<file path="src/design/rotation_matrix_to_euler_angles_core_defines.svh">
// Assertion macros for the core design file.
`ifndef ROTATION_MATRIX_TO_EULER_ANGLES_CORE_DEFINES_SVH
`define ROTATION_MATRIX_TO_EULER_ANGLES_CORE_DEFINES_SVH
`ifndef ASSERT_OFF
`define RMEA_ASSERT(label, prop, msg) \
  label: assert property (@(posedge clk_i) disable iff (!rst_ni) prop) else $error(msg);
`define RMEA_ASSERT_ALWAYS(label, prop, msg) \
  label: assert property (@(posedge clk_i) prop) else $error(msg);
`else
`define RMEA_ASSERT(label, prop, msg)
`define RMEA_ASSERT_ALWAYS(label, prop, msg)
`endif
`endif

</file>
<file path="src/design/rmea_pkg.sv">
package rmea_pkg;

  localparam int CordicStagesDef = 16;
  localparam int FractionBitsDef = 14;
  localparam int PiQ13           = 25736;
  localparam int HalfPiQ13       = 12868;
  localparam longint PiQ30       = 64'd3373259426;

  typedef enum logic [1:0] {
    CASE_NORMAL = 2'd0,
    CASE_NEG    = 2'd1,
    CASE_POS    = 2'd2
  } pose_case_e;

  function automatic longint atan_q30(input int i);
    longint v;
    case (i)
      0:       v = 64'h3243F6A8;
      1:       v = 64'h1DAC6705;
      2:       v = 64'h0FADBAFC;
      3:       v = 64'h07F56EA6;
      4:       v = 64'h03FEAB76;
      5:       v = 64'h01FFD55B;
      6:       v = 64'h00FFFAAA;
      7:       v = 64'h007FFF55;
      8:       v = 64'h003FFFEA;
      9:       v = 64'h001FFFFD;
      10:      v = 64'h000FFFFF;
      11:      v = 64'h0007FFFF;
      12:      v = 64'h0003FFFF;
      13:      v = 64'h0001FFFF;
      14:      v = 64'h0000FFFF;
      15:      v = 64'h00007FFF;
      16:      v = 64'h00003FFF;
      17:      v = 64'h00001FFF;
      18:      v = 64'h00000FFF;
      19:      v = 64'h000007FF;
      20:      v = 64'h000003FF;
      21:      v = 64'h000001FF;
      22:      v = 64'h000000FF;
      default: v = 64'h0000007F;
    endcase
    return v;
  endfunction

  function automatic longint from_q30(input longint v, input int fb);
    int s;
    s = 30 - fb;
    if (s == 0) return v;
    return (v + (64'sd1 <<< (s - 1))) >>> s;
  endfunction

  function automatic longint atan_fb(input int i, input int fb);
    return from_q30(atan_q30(i), fb);
  endfunction

  function automatic longint pi_fb(input int fb);
    return from_q30(PiQ30, fb);
  endfunction

endpackage

</file>
<file path="src/design/rmea_isqrt.sv">
module rmea_isqrt #(
  parameter int FB = 14
) (
  input  logic            clk_i,
  input  logic            ce_i,
  input  logic [2*FB:0]   rad_i,
  output logic [FB:0]     root_o
);
  import rmea_pkg::*;

  localparam int RMW = 2 * FB + 1;
  localparam int SQN = FB + 1;

  logic [RMW-1:0] n_q   [SQN];
  logic [RMW-1:0] res_q [SQN];

  for (genvar k = 0; k < SQN; k++) begin : g_step
    localparam logic [RMW-1:0] Bit = RMW'(1) << (2 * (FB - k));
    logic [RMW-1:0] n_in, res_in, n_d, res_d, trial;
    if (k == 0) begin : g_first
      assign n_in   = rad_i;
      assign res_in = '0;
    end else begin : g_next
      assign n_in   = n_q[k-1];
      assign res_in = res_q[k-1];
    end
    always_comb begin
      trial = res_in + Bit;
      if (n_in >= trial) begin
        n_d   = n_in - trial;
        res_d = (res_in >> 1) + Bit;
      end else begin
        n_d   = n_in;
        res_d = res_in >> 1;
      end
    end
    always_ff @(posedge clk_i) begin
      if (ce_i) begin
        n_q[k]   <= n_d;
        res_q[k] <= res_d;
      end
    end
  end

  assign root_o = res_q[SQN-1][FB:0];

endmodule

</file>
<file path="config.mk">
export PLATFORM = sky130hd
export DESIGN_NAME = rmea_isqrt
export DESIGN_NICKNAME = d
export VERILOG_FILES = /design/src/design/rotation_matrix_to_euler_angles_core_defines.svh /design/src/design/rmea_pkg.sv /design/src/design/rmea_isqrt.sv
export SDC_FILE = /design/constraint.sdc
export NUM_CORES = 1
export LEC_CHECK = 0
export ABC_AREA = 1
export BUFFER_PORTS_ARGS = -buffer_cell sky130_fd_sc_hd__buf_2
export CAP_MARGIN = 20
export CORE_MARGIN = 2
export CORE_UTILIZATION = 26
export DETAILED_ROUTE_END_ITERATION = 10
export PLACE_DENSITY_LB_ADDON = 0.2
export SETUP_SLACK_MARGIN = 0.2
export SLEW_MARGIN = 20
export SYNTH_ARGS = -nofsm -noshare
export SYNTH_HDL_FRONTEND = slang
export SYNTH_SLANG_ARGS = --single-unit
</file>
<file path="constraint.sdc">
create_clock -name clk_i -period 4.8 [get_ports clk_i]
set_input_delay 0.96 -clock clk_i [delete_from_list [all_inputs] [get_ports clk_i]]
set_output_delay 0.96 -clock clk_i [all_outputs]
set_load 0.01 [all_outputs]
</file>
---- After elaboration in Yosys (flattened, before gate mapping) ----
Memory sizes are Yosys's and may differ from the RTL's.
Cells that the tools add are included.
W data, S select, Z words.
storage, ports and cells
  input port bits ......................... 31
  memory bits (writable) .................. 870
  memories kept ........................... 2
  output and inout bits ................... 15
  register bits after elaboration ......... 0
cells by class
  order comparisons ....................... 15
  add/subtract/negate cells ............... 43
  muxes and demuxes ....................... 32
memory list
  memory  depth  bits a word  rd ports  clocked after Yosys merged registers in  write ports  RTL line          source
  n_q     15     29           14        0                                        15           rmea_isqrt.sv:14  logic [RMW-1:0] n_q [SQN];
  res_q   15     29           15        0                                        15           rmea_isqrt.sv:15  logic [RMW-1:0] res_q [SQN];
operators with widths
  cell                      count
  $mux W29                  30
  $ge A29 B29 Y1            14
  $sub A29 B29 Y29          14
  $add A28 B1 Y29 const B   1
  $add A28 B11 Y29 const B  1
  $add A28 B13 Y29 const B  1
  $add A28 B15 Y29 const B  1
  $add A28 B17 Y29 const B  1
  $add A28 B19 Y29 const B  1
  $add A28 B21 Y29 const B  1
  $add A28 B23 Y29 const B  1
  $add A28 B25 Y29 const B  1
  $add A28 B27 Y29 const B  1
  $add A28 B3 Y29 const B   1
  $add A28 B5 Y29 const B   1
  $add A28 B7 Y29 const B   1
  $add A28 B9 Y29 const B   1
  $add A29 B1 Y29 const B   1
  $add A29 B11 Y29 const B  1
  $add A29 B13 Y29 const B  1
  $add A29 B15 Y29 const B  1
  $add A29 B17 Y29 const B  1
  $add A29 B19 Y29 const B  1
  $add A29 B21 Y29 const B  1
  other kinds (10)          11

---- Logic depth before layout (Yosys ltp) ----
An unclocked memory read counts as a cell.
  depth in word-level cells ............... 4
  mapped depth ............................ 14
  mapped depth without buffers ............ 14

---- Least setup slack after synthesis ----
OpenSTA, ideal clock, no wires.
  kind .................................... reg2reg
  from .................................... mem n_q[1][76] in the netlist's numbering
  to ...................................... mem n_q[1][110] in the netlist's numbering, data pin
  period minus slack after synthesis ...... 1.933 ns
  data arrival time ....................... 1.679 ns
  stages on the path, launching flop included .. 11
  path buffers ............................ 1
  setup slack ............................. 2.867 ns
  data required time ...................... 4.546 ns
  cells stage by stage .................... edfxtp_1 -> ha_1 -> a21oi_1 -> nand2_1 -> inv_1 -> nand2_1 -> nor2_2 -> nand3_4 -> inv_4 -> buf_8 -> a21oi_2
RTL lines
  what                RTL line
  start: declaration  rmea_isqrt.sv:14

==> summary.md <==
| Metric | Value |
|---|---|
| Power per cell area | 438 nW/µm² |
| Synth cell count leaders | 1107 x nand2_1, 526 x edfxtp_1, 525 x inv_1 |
| Rel. slew slack | 41.3% |
| CP Data Required Time | 5.19 ns |
| Worst-margin pin slew | 0.880 ns |
| CP Launch Type | flip-flop |
| Detailed placement HPWL | 55.8 mm |
| WHS Path Cells | 0 |
| Residual DRC | 0 |
| Synth area leaders | edfxtp_1 55%, nand2_1 14%, inv_1 6.9%, ha_1 5.7%, nor2_1 4.0% |
| TritonRoute pass-1 iters | 7 |
| M1 GR Usage | 15.8% |
| Die width | 336 µm |
| Post-CTS Hold Buffers | 0 |
| Skew-Pair Late Insertion Delay | 0.68 ns |
| TritonCTS Buffers | 61 |
| Fmax | 0.364 GHz |
| Crit Path Class | flip-flop to flip-flop |
| Post-cts sizing count | 0 |
| Post-DR vias/cell | 4.20 |
| Tcrit/Tclk final | 57.3% |
| Die Span Y | 336 µm |
| Post-synth top area share | 55.1% |
| Initial antenna violation count | 0 |
| Post-synth top flop | edfxtp_1 |
| Most common cell in the synthesized netlist | nand2_1 |
| Final setup viols | 0 |
| Sequential share of the synthesized area | 55.1% |
| Wire per inst | 14.6 µm |
| Post-synth ARST share | 0% |
| Initial core utilization | 26.3% |
| Routability cong. | 0.883 |
| Switching power | 4680 µW |
| Register share of total power | 44.4% |
| IO Pins | 46 |
| Filler Cell Count | 11594 |
| FF+latch area | 15800 µm² |
| WL final | 71.1 mm |
| Row Count | 121 |
| Clock power share | 31.4% |
| Setup TNS | 0 ns |
| Setup bufs post-CTS | 0 |
| IO Port Bufs | 45 |
| CTS H-tree depth | 2 |
| Leak Pwr | 0.0144 µW |
| Clk pin slew, worst setup/hold paths | 0.06 ns |
| Area grow syn2layout | 13.9% |
| Syn avg cell area | 8.85 µm² |
| Worst hold path type | flip-flop to flip-flop |
| Ys Warns | 0 |
| Share of layout cells above drive strength 1 | 6.41% |
| CP Capture Type | flip-flop |
| TritonCTS Sinks | 526 |
| Max IR drop VDD | 0.307 mV |
| Internal | 9630 µW |
| Post-synth EDFFs | 526 |
| Final Critical Period | 2.75 ns |
| Synth unique cells | 45 |
| Met2 Usage GRT | 22.1% |
| Setup WS post-layout | 2.05 ns |
| Antenna viol nets, final | 0 |
| Arrival time worst endpoint | 3.14 ns |
| Iteration-0 DRC Markers | 1088 |
| Combinational share of power | 24.2% |
| Clock skew | 0.0935 ns |
| Yosys reg bits | 526 |
| Largest net degree at the start of global routing | 99 |
| Gate Count Post-Synth | 3241 |
| Net Sw Frac | 32.7% |
| Count of pins over their slew limit | 0 |
| GR Util met3 | 2.17% |
| CP Max Fanout | 22 |
| # nets final | 3496 |
| Leading area contributor after synthesis | edfxtp_1 |
| Gr usage total | 12.7% |
| Diode count | 0 |
| Run status | complete, no violations |
| First-pass GRT wire length | 112 mm |
| Clock Tree Buf Depth | 3 |
| Vias in the first global route | 20244 |
| Overflow after GRT | 0 |
| R2r worst-path depth | 9 |
| Die ar. | 113000 µm² |
| Root buf cell | clkbuf_16 |
| Vias after detailed routing | 20399 |
| RSZ-0062 raised after global routing | false |
| CTS tree | built |
| Post-Syn Nets | 3403 |
| Final Hold Viols | 0 |
| Area of the multi-input gates | 10700 µm² |
| Core Area | 109000 µm² |
| Placement Setup Slack | 1.98 ns |
| Maxcap violations | 0 |
| Gr busiest metal | met2 |
| Synth Cell Area | 28700 µm² |
==> through the flow <==
step	cells	hold WS [ns]	util (%)	total power (µW)	instance area [µm²]
3_5_place_dp	4747	0.426	28.2	9940	30700
6_report	4860	0.397	29.9	14300	32700
2_1_floorplan	3241	0.417	-	8810	28700
3_3_place_gp	4747	0.423	28.2	9950	30700
5_1_grt	4860	0.399	29.9	15300	32700
4_1_cts	4860	0.383	29.9	14500	32700
==> critical path, cell delays in order, from the launching register on <==
cell and delay, ns:
edfxtp_1 0.40, ha_1 0.39, nand2_1 0.18, inv_1 0.07
a21oi_1 0.25, nand3_1 0.14, nor2_1 0.15, nand2_2 0.30
inv_2 0.51, a21oi_1 0.08
==> path summary, 6_finish.rpt <==
kind                    start           to  slack (ns)
hold / removal      n_q[1][8]   n_q[1][37]        0.40
setup / recovery  n_q[1][131]  n_q[1][166]        2.05
setup reg to reg  n_q[1][131]  n_q[1][166]        2.05
hold reg to reg     n_q[1][8]   n_q[1][37]        0.40
==> cell usage in the layout, fill, tap and decap left out, types with 2 or more instances in the layout <==
cell type	instances
o21ai_0	53
nor3_1	23
nor3b_1	5
nor3_4	2
nand2_1	1107
nor2_2	16
a211oi_1	3
clkinv_2	16
buf_12	6
inv_4	2
nor2_1	307
o21bai_1	3
nand2b_1	2
or2_2	10
bufinv_16	4
xor2_1	63
xnor2_1	20
edfxtp_1	526
nand3_2	2
a21oi_2	24
a21boi_0	5
nand2_2	7
a21oi_1	82
a21o_1	4
inv_2	7
clkbuf_1	18
buf_4	3
nand4_1	46
clkbuf_16	61
inv_1	525
buf_2	44
clkinvlp_4	4
nand3_1	199
nand3b_1	22
ha_1	131
clkinv_16	3
nor4_1	10
clkinv_1	6
==> sequential cells by signal (all words and copies together), names as in the netlist <==
| register | count |
|---|---|
| res_q | 120 |
| n_q | 406 |
==> final cells by class <==
| cell class | instances | area share, % |
|---|---|---|
| sequential | 526 | 48.3 |
| timing repair buffer | 54 | 1.16 |
| multi-input combinational | 2157 | 32.8 |
| clock inverter | 34 | 1.08 |
| tap | 1476 | 5.65 |
| clock buffer | 79 | 4.88 |
| inverter | 534 | 6.15 |
==> power groups by stage <==
stage	Sequential (µW)	Combinational (µW)	Clock, µW
detailed placement	6460	3490	0
CTS	6360	3500	4670
global route	6420	4030	4850
floorplan	6220	2580	0
finish	6350	3470	4490
global placement	6460	3490	0
==> routing by layer <==
metal	part of all wire (%)	wire length, µm
met2	49	34700
met1	44	31200
met5	0	0
met3	4.7	3320
met4	2.6	1840
==> logic make-up after synthesis <==
logic type / after synthesis / share of synthesized area (%)
AOI/OAI and AO/OA: 177 / 3.57
xor gates and xnor gates: 83 / 2.53
adders and majority gates: 131 / 5.71
buffers and inverters: 558 / 7.62
DFF: 526 / 55.1
other: 1 / 0.0131
and+or+nand+nor: 1765 / 25.5
Power figures use the tool's default switching activity.
