### config.mk
export PLATFORM = sky130hd
export DESIGN_NAME = rmea_cordic
export DESIGN_NICKNAME = d
export VERILOG_FILES = /design/src/design/rotation_matrix_to_euler_angles_core_defines.svh /design/src/design/rmea_pkg.sv /design/src/design/rmea_cordic.sv
export SDC_FILE = /design/constraint.sdc
export NUM_CORES = 2
export LEC_CHECK = 0
export BUFFER_PORTS_ARGS = -buffer_cell sky130_fd_sc_hd__buf_4
export CORE_UTILIZATION = 60
export CTS_BUF_LIST = sky130_fd_sc_hd__clkbuf_16
export CTS_CLUSTER_DIAMETER = 60
export DETAILED_ROUTE_END_ITERATION = 7
export HOLD_SLACK_MARGIN = 0.08
export PLACE_DENSITY = 0.78
export SYNTH_ARGS = -nofsm -noshare
export SYNTH_HDL_FRONTEND = slang
export SYNTH_SLANG_ARGS = --single-unit
### constraint.sdc
create_clock -name clk_i -period 11.8 [get_ports clk_i]
set_clock_uncertainty 0.15 [all_clocks]
set_input_delay 0.59 -clock clk_i [delete_from_list [all_inputs] [get_ports clk_i]]
set_output_delay 0.59 -clock clk_i [all_outputs]
set_load 0.01 [all_outputs]
### src/design/rotation_matrix_to_euler_angles_core_defines.svh
// Assertion macros for the core design file.
`ifndef ROTATION_MATRIX_TO_EULER_ANGLES_CORE_DEFINES_SVH
`define ROTATION_MATRIX_TO_EULER_ANGLES_CORE_DEFINES_SVH
`ifndef ASSERT_OFF
`define RMEA_ASSERT(label, prop, msg) \
  label: assert property (@(posedge clk_i) disable iff (!rst_ni) prop) else $error(msg);
`define RMEA_ASSERT_ALWAYS(label, prop, msg) \
  label: assert property (@(posedge clk_i) prop) else $error(msg);
`else
`define RMEA_ASSERT(label, prop, msg)
`define RMEA_ASSERT_ALWAYS(label, prop, msg)
`endif
`endif

### src/design/rmea_pkg.sv
package rmea_pkg;

  localparam int CordicStagesDef = 16;
  localparam int FractionBitsDef = 14;
  localparam int PiQ13           = 25736;
  localparam int HalfPiQ13       = 12868;
  localparam longint PiQ30       = 64'd3373259426;

  typedef enum logic [1:0] {
    CASE_NORMAL = 2'd0,
    CASE_NEG    = 2'd1,
    CASE_POS    = 2'd2
  } pose_case_e;

  function automatic longint atan_q30(input int i);
    longint v;
    case (i)
      0:       v = 64'h3243F6A8;
      1:       v = 64'h1DAC6705;
      2:       v = 64'h0FADBAFC;
      3:       v = 64'h07F56EA6;
      4:       v = 64'h03FEAB76;
      5:       v = 64'h01FFD55B;
      6:       v = 64'h00FFFAAA;
      7:       v = 64'h007FFF55;
      8:       v = 64'h003FFFEA;
      9:       v = 64'h001FFFFD;
      10:      v = 64'h000FFFFF;
      11:      v = 64'h0007FFFF;
      12:      v = 64'h0003FFFF;
      13:      v = 64'h0001FFFF;
      14:      v = 64'h0000FFFF;
      15:      v = 64'h00007FFF;
      16:      v = 64'h00003FFF;
      17:      v = 64'h00001FFF;
      18:      v = 64'h00000FFF;
      19:      v = 64'h000007FF;
      20:      v = 64'h000003FF;
      21:      v = 64'h000001FF;
      22:      v = 64'h000000FF;
      default: v = 64'h0000007F;
    endcase
    return v;
  endfunction

  function automatic longint from_q30(input longint v, input int fb);
    int s;
    s = 30 - fb;
    if (s == 0) return v;
    return (v + (64'sd1 <<< (s - 1))) >>> s;
  endfunction

  function automatic longint atan_fb(input int i, input int fb);
    return from_q30(atan_q30(i), fb);
  endfunction

  function automatic longint pi_fb(input int fb);
    return from_q30(PiQ30, fb);
  endfunction

endpackage

### src/design/rmea_cordic.sv
module rmea_cordic #(
  parameter int DW     = 20,
  parameter int ZW     = 18,
  parameter int STAGES = 16,
  parameter int FB     = 14
) (
  input  logic                 clk_i,
  input  logic                 ce_i,
  input  logic signed [DW-1:0] y_i,
  input  logic signed [DW-1:0] x_i,
  output logic signed [ZW-1:0] z_o
);
  import rmea_pkg::*;

  localparam logic signed [ZW-1:0] Pi = ZW'(pi_fb(FB));

  logic signed [DW-1:0] x_q [STAGES+1];
  logic signed [DW-1:0] y_q [STAGES+1];
  logic signed [ZW-1:0] z_q [STAGES+1];
  logic                 zf_q [STAGES+1];

  logic signed [DW-1:0] x0_d, y0_d;
  logic signed [ZW-1:0] z0_d;

  always_comb begin
    if (x_i < 0) begin
      x0_d = -x_i;
      y0_d = -y_i;
      z0_d = (y_i >= 0) ? Pi : -Pi;
    end else begin
      x0_d = x_i;
      y0_d = y_i;
      z0_d = '0;
    end
  end

  always_ff @(posedge clk_i) begin
    if (ce_i) begin
      x_q[0]  <= x0_d;
      y_q[0]  <= y0_d;
      z_q[0]  <= z0_d;
      zf_q[0] <= (x_i == 0) && (y_i == 0);
    end
  end

  for (genvar i = 0; i < STAGES; i++) begin : g_rot
    localparam logic signed [ZW-1:0] Atan = ZW'(atan_fb(i, FB));
    logic signed [DW-1:0] dx, dy;
    assign dx = x_q[i] >>> i;
    assign dy = y_q[i] >>> i;
    always_ff @(posedge clk_i) begin
      if (ce_i) begin
        zf_q[i+1] <= zf_q[i];
        if (y_q[i] >= 0) begin
          x_q[i+1] <= x_q[i] + dy;
          y_q[i+1] <= y_q[i] - dx;
          z_q[i+1] <= z_q[i] + Atan;
        end else begin
          x_q[i+1] <= x_q[i] - dy;
          y_q[i+1] <= y_q[i] + dx;
          z_q[i+1] <= z_q[i] - Atan;
        end
      end
    end
  end

  assign z_o = zf_q[STAGES] ? '0 : z_q[STAGES];

endmodule

# Word level (Yosys, flattened, before mapping)
# Memory sizes are Yosys's and may differ from the RTL's.
# Cells that the tools add are included.
# word_totals
mem_bits_rw	1003
n_memories	4
reg_bits	0
elab_cells	319
# mem_list
memory	depth	word_bits	rd	rd_clocked_by_memory_dff	write_ports	line_no	text
x_q	17	20	16	0	17	rmea_cordic.sv:17	logic signed [DW-1:0] x_q [STAGES+1];
y_q	17	20	16	0	17	rmea_cordic.sv:18	logic signed [DW-1:0] y_q [STAGES+1];
z_q	17	18	17	0	17	rmea_cordic.sv:19	logic signed [ZW-1:0] z_q [STAGES+1];
zf_q	17	1	17	0	17	rmea_cordic.sv:20	logic zf_q [STAGES+1];
# classes
n_reduce_logical	3
n_mux	151
n_addsub	95
magnitude_cmp	18
bitwise_logic	48
# op_table
operator	count
$mux W20	34
$mux W18	19
$ge A20 B1 Y1 const B	17
$mux W1	98
$logic_not A32 Y1	2
$or A1 B1 Y1	48
$add A20 B10 Y20	2
$add A20 B11 Y20	2
$add A20 B12 Y20	2
$add A20 B13 Y20	2
$add A20 B14 Y20	2
$add A20 B15 Y20	2
$add A20 B16 Y20	2
$add A20 B17 Y20	2
$add A20 B18 Y20	2
$add A20 B19 Y20	2
$add A20 B5 Y20	2
$add A20 B6 Y20	2
$add A20 B7 Y20	2
$add A20 B8 Y20	2
$add A20 B9 Y20	2
$neg A20 Y20	2
$sub A20 B10 Y20	2
$sub A20 B11 Y20	2
other kinds (45)	61

# Logic depth before layout (Yosys ltp)
# logic_depth
ltp_word	5
mapped_depth	17

# Worst setup path after synthesis
# OpenSTA, ideal clock, no wires.
# synth_path
path_kind	in2reg
startpoint	input ce_i
endpoint	memory x_q[3][16] (data pin)
cell_stages	15
t_required_ns	11.392
arrival_ns	4.030
slack_ns	7.362
cell_sequence	clkbuf_1 > clkbuf_1 > nand2_1 > clkbuf_1 > buf_1 > mux2i_1 > fa_1 > a21o_1 > a21oi_1 > o2111ai_1 > a21o_1 > or4_1 > a31o_2 > a21oi_1 > xnor2_1
# synth_lines
element	line_no	text
start, declared	rmea_cordic.sv:8	input logic ce_i,
end, declared	rmea_cordic.sv:17	

==> results by group <==
Status
  – Run status: finished, final reports clean

STA
  – Final hold viol count: 0
  – Setup TNS after final layout: 0 ps
  – Count of final setup violators: 0
  – Least-Margin Pin Slew: 1124 ps
  – Max-Slew Margin vs Limit: 0.2410
  – RSZ-0062 raised after global routing: no
  – Tcrit/Tclk final: 0.4711
  – Max-slew violation count: 0
  – Achievable Freq: between 150 and 200 MHz
  – Min Clock Period, post-route: ~5600 ps
  – Final WS setup: approximately 6200 ps

Cells and area
  – Area of the multi-input gates: just under 40000 um^2
  – Final standard cell area without fillers: just over 70000 um^2
  – Diodes inserted: 0
  – Sequential cell area: about 25000 um^2
  – Fillers: 8589
  – Post-layout net count: 7619
  – P&R area growth vs syn: 8.205%
  – Ratio of cells with drive above 1 in the final layout: 0.04449

Global route
  – Remaining global-route overflow: 0
  – Wire length of the first global-routing pass: 249300 um
  – GR Util All Layers: 0.2740
  – Pin count of the biggest net entering global routing: roughly 120
  – Vias in the first global route: 48783
  – Antenna violations before repair: 0

Synth
  – Library cell occupying the most area in the post-synthesis netlist: edfxtp_1
  – Post-synthesis net count: 7517
  – Most frequent cell after synthesis: edfxtp_1
  – Yosys top cell area share: 0.3793
  – Top cell types by occurrence after synthesis: 834 x edfxtp_1, 752 x ha_1, 600 x xnor2_1
  – Number of enable-type register cells in the synthesized netlist: about 830
  – Register area share after synthesis: 0.3793
  – Synthesis Warnings: 0
  – Largest cells by area after synthesis: edfxtp_1 38%, ha_1 14%, xnor2_1 8.0%, a21oi_1 4.5%, xor2_1 3.8%
  – Flip-flop and latch count after synthesis: roughly 830
  – Synthesized instance count: about 6700
  – Netlist area before placement: about 66000 um^2
  – Proportion of synthesized flip-flops having asynchronous set or reset: 0
  – Synth unique cells: 87
  – Synth Flop Type: edfxtp_1
  – Synthesized area divided by synthesized cell count: 9.882 um^2

Clocking
  – Buffer count from post-CTS setup fixing: 0
  – Clock tree from TritonCTS: yes
  – Deepest level of the CTS H-tree: 3
  – Cell at the root of the clock tree: clkbuf_16
  – Count of instances resized after the clock tree is built: 0
  – Number of clock buffers inserted by TritonCTS: between 90 and 100
  – Clock Sinks: ~830
  – CTS Hold Bufs: 33
  – Clock latency of the later-clocked register in the worst-skew pair: 700 ps
  – Deepest clock path buffer count: 3
  – Clock transition at the registers of the reported paths: roughly 60 ps

Critical path
  – Worst Setup Path Type: primary input to flop
  – Crit start category: primary input
  – Required time of the critical path: 12070 ps
  – Setup slack, reg-to-reg: around 6700 ps
  – Data arrival time of the critical path: between 5000 and 6000 ps
  – Maximum fanout count along the critical path: 120
  – Endpoint kind of the worst setup timing path: flop

Drt
  – Post-DRT Antenna Nets: 0
  – Total via count after detailed routing: a little over 50000
  – Pre-Repair DR Iteration Count: 8
  – Starting DRT DRC Count: between 3000 and 4000
  – Wirelength per Cell: 18.79 um
  – Total Wirelength: between 150000 and 200000 um
  – Routed vias/inst: 6.148
  – Residual DRC: 0

Die
  – Number of I/O pins: 60
  – DIE WIDTH: 333.7 um
  – DIE AREA: ~110000 um^2
  – Core Rows: between 100 and 150
  – Initial standard-cell utilization of the core: 0.6058
  – Chip Height: around 330 um
  – Core ar.: 109000 um^2

Placed design
  – Post-DP HPWL: about 120000 um
  – Standard cell area after detailed placement: ~68000 um^2
  – Place WS: approximately 5700 ps
  – Number of buffers added on ports: 59
  – GPL Wtd Cong: 0.9385

Worst hold path
  – Min-delay worst type: primary input to flop

Run
  – Max-capacitance violation count: 0
-- state kept, by name, indices dropped and copies added (netlist names) --
register  cells
x_q         266
z_q         270
zf_q         17
y_q         281
-- cells by family (layout without fill, tap and decap cells) --
group,count (synthesis),count (layout),share of synthesized area
simple gates,1690,1690,0.1256
compound gates,1926,1926,0.1865
xor+xnor,884,884,0.1173
mux,49,49,0.007598
fa+ha+maj,793,793,0.1549
buf+inv,506,680,0.02880
flops,834,834,0.3793
-- area by class of cell --
cell class,count,share of cell area
Clock buffer,99,0.03467
Clock inverter,72,0.008528
Inverter,389,0.02044
Multi-Input combinational cell,5342,0.5470
Sequential cell,834,0.3505
Tap cell,1414,0.02476
Timing Repair Buffer,120,0.01404
-- final timing paths --
| check | from | end | cells past startpoint |
|---|---|---|---|
| setup / recovery | ce_i | y_q[13][19] | 16 |
| hold reg to reg | z_q[15][4] | z_q[16][4] | 0 |
| hold / removal | x_i[16] | x_q[0][16] | 2 |
| setup reg to reg | y_q[6][19] | x_q[7][14] | 14 |
-- critical path, stage by stage --
cell	delay, ps
buf_8	370
buf_4	620
buf_12	510
nand2_1	640
clkinv_1	630
nand2_1	310
o21ai_0	150
ha_1	340
and2_1	210
o21a_1	190
o21a_1	170
o21ai_0	160
o211ai_1	150
o21ai_0	200
o21ai_0	160
xnor2_1	150
-- per-stage QoR --
| step | utilization | hold WS [ps] | std cells |
|---|---|---|---|
| 2_1_floorplan | - | 250.3 | 6682 |
| 3_3_place_gp | 0.6241 | 251.7 | 8066 |
| 3_5_place_dp | 0.6241 | 254.5 | 8066 |
| 4_1_cts | 0.6555 | 82.08 | 8270 |
| 5_1_grt | 0.6555 | 110.9 | 8270 |
| 6_report | 0.6555 | 111.1 | 8270 |
-- per-layer routing --
| metal | vias up | share of wire | global-route usage |
|---|---|---|---|
| met5 | - | 0 | 0 |
| met3 | 351 | 0.047 | 0.02830 |
| li1 | 24989 | - | - |
| met2 | 1395 | 0.49 | 0.4825 |
| met1 | 24112 | 0.42 | 0.3408 |
| met4 | 0 | 0.043 | 0.1186 |
-- placed cells by master (no fill, tap or decap), drive strengths merged, types with 17 or more instances in the layout --
master         n
edfxtp       834
ha           752
xnor2        600
a21oi        599
nor2         439
o21ai        417
inv          411
nand2        397
xor2         284
a21o         237
nor3         198
nand3        109
nor2b        102
nand2b       100
o21a          99
clkbuf        99
o31ai         97
buf           87
o21bai        67
or3           56
and3          55
a31oi         44
o41ai         44
fa            41
or4           41
mux2i         40
nor4          39
clkinv        39
o211ai        38
nand4         37
and2          36
dlygate4sd3   33
a21boi        32
a211oi        29
or2           28
a2111oi       25
a31o          20
a211o         18
nand3b        17
Power is left out: the tool's default activity adds up to more than one toggle a clock period on the data nets, which glitch-free logic cannot reach.
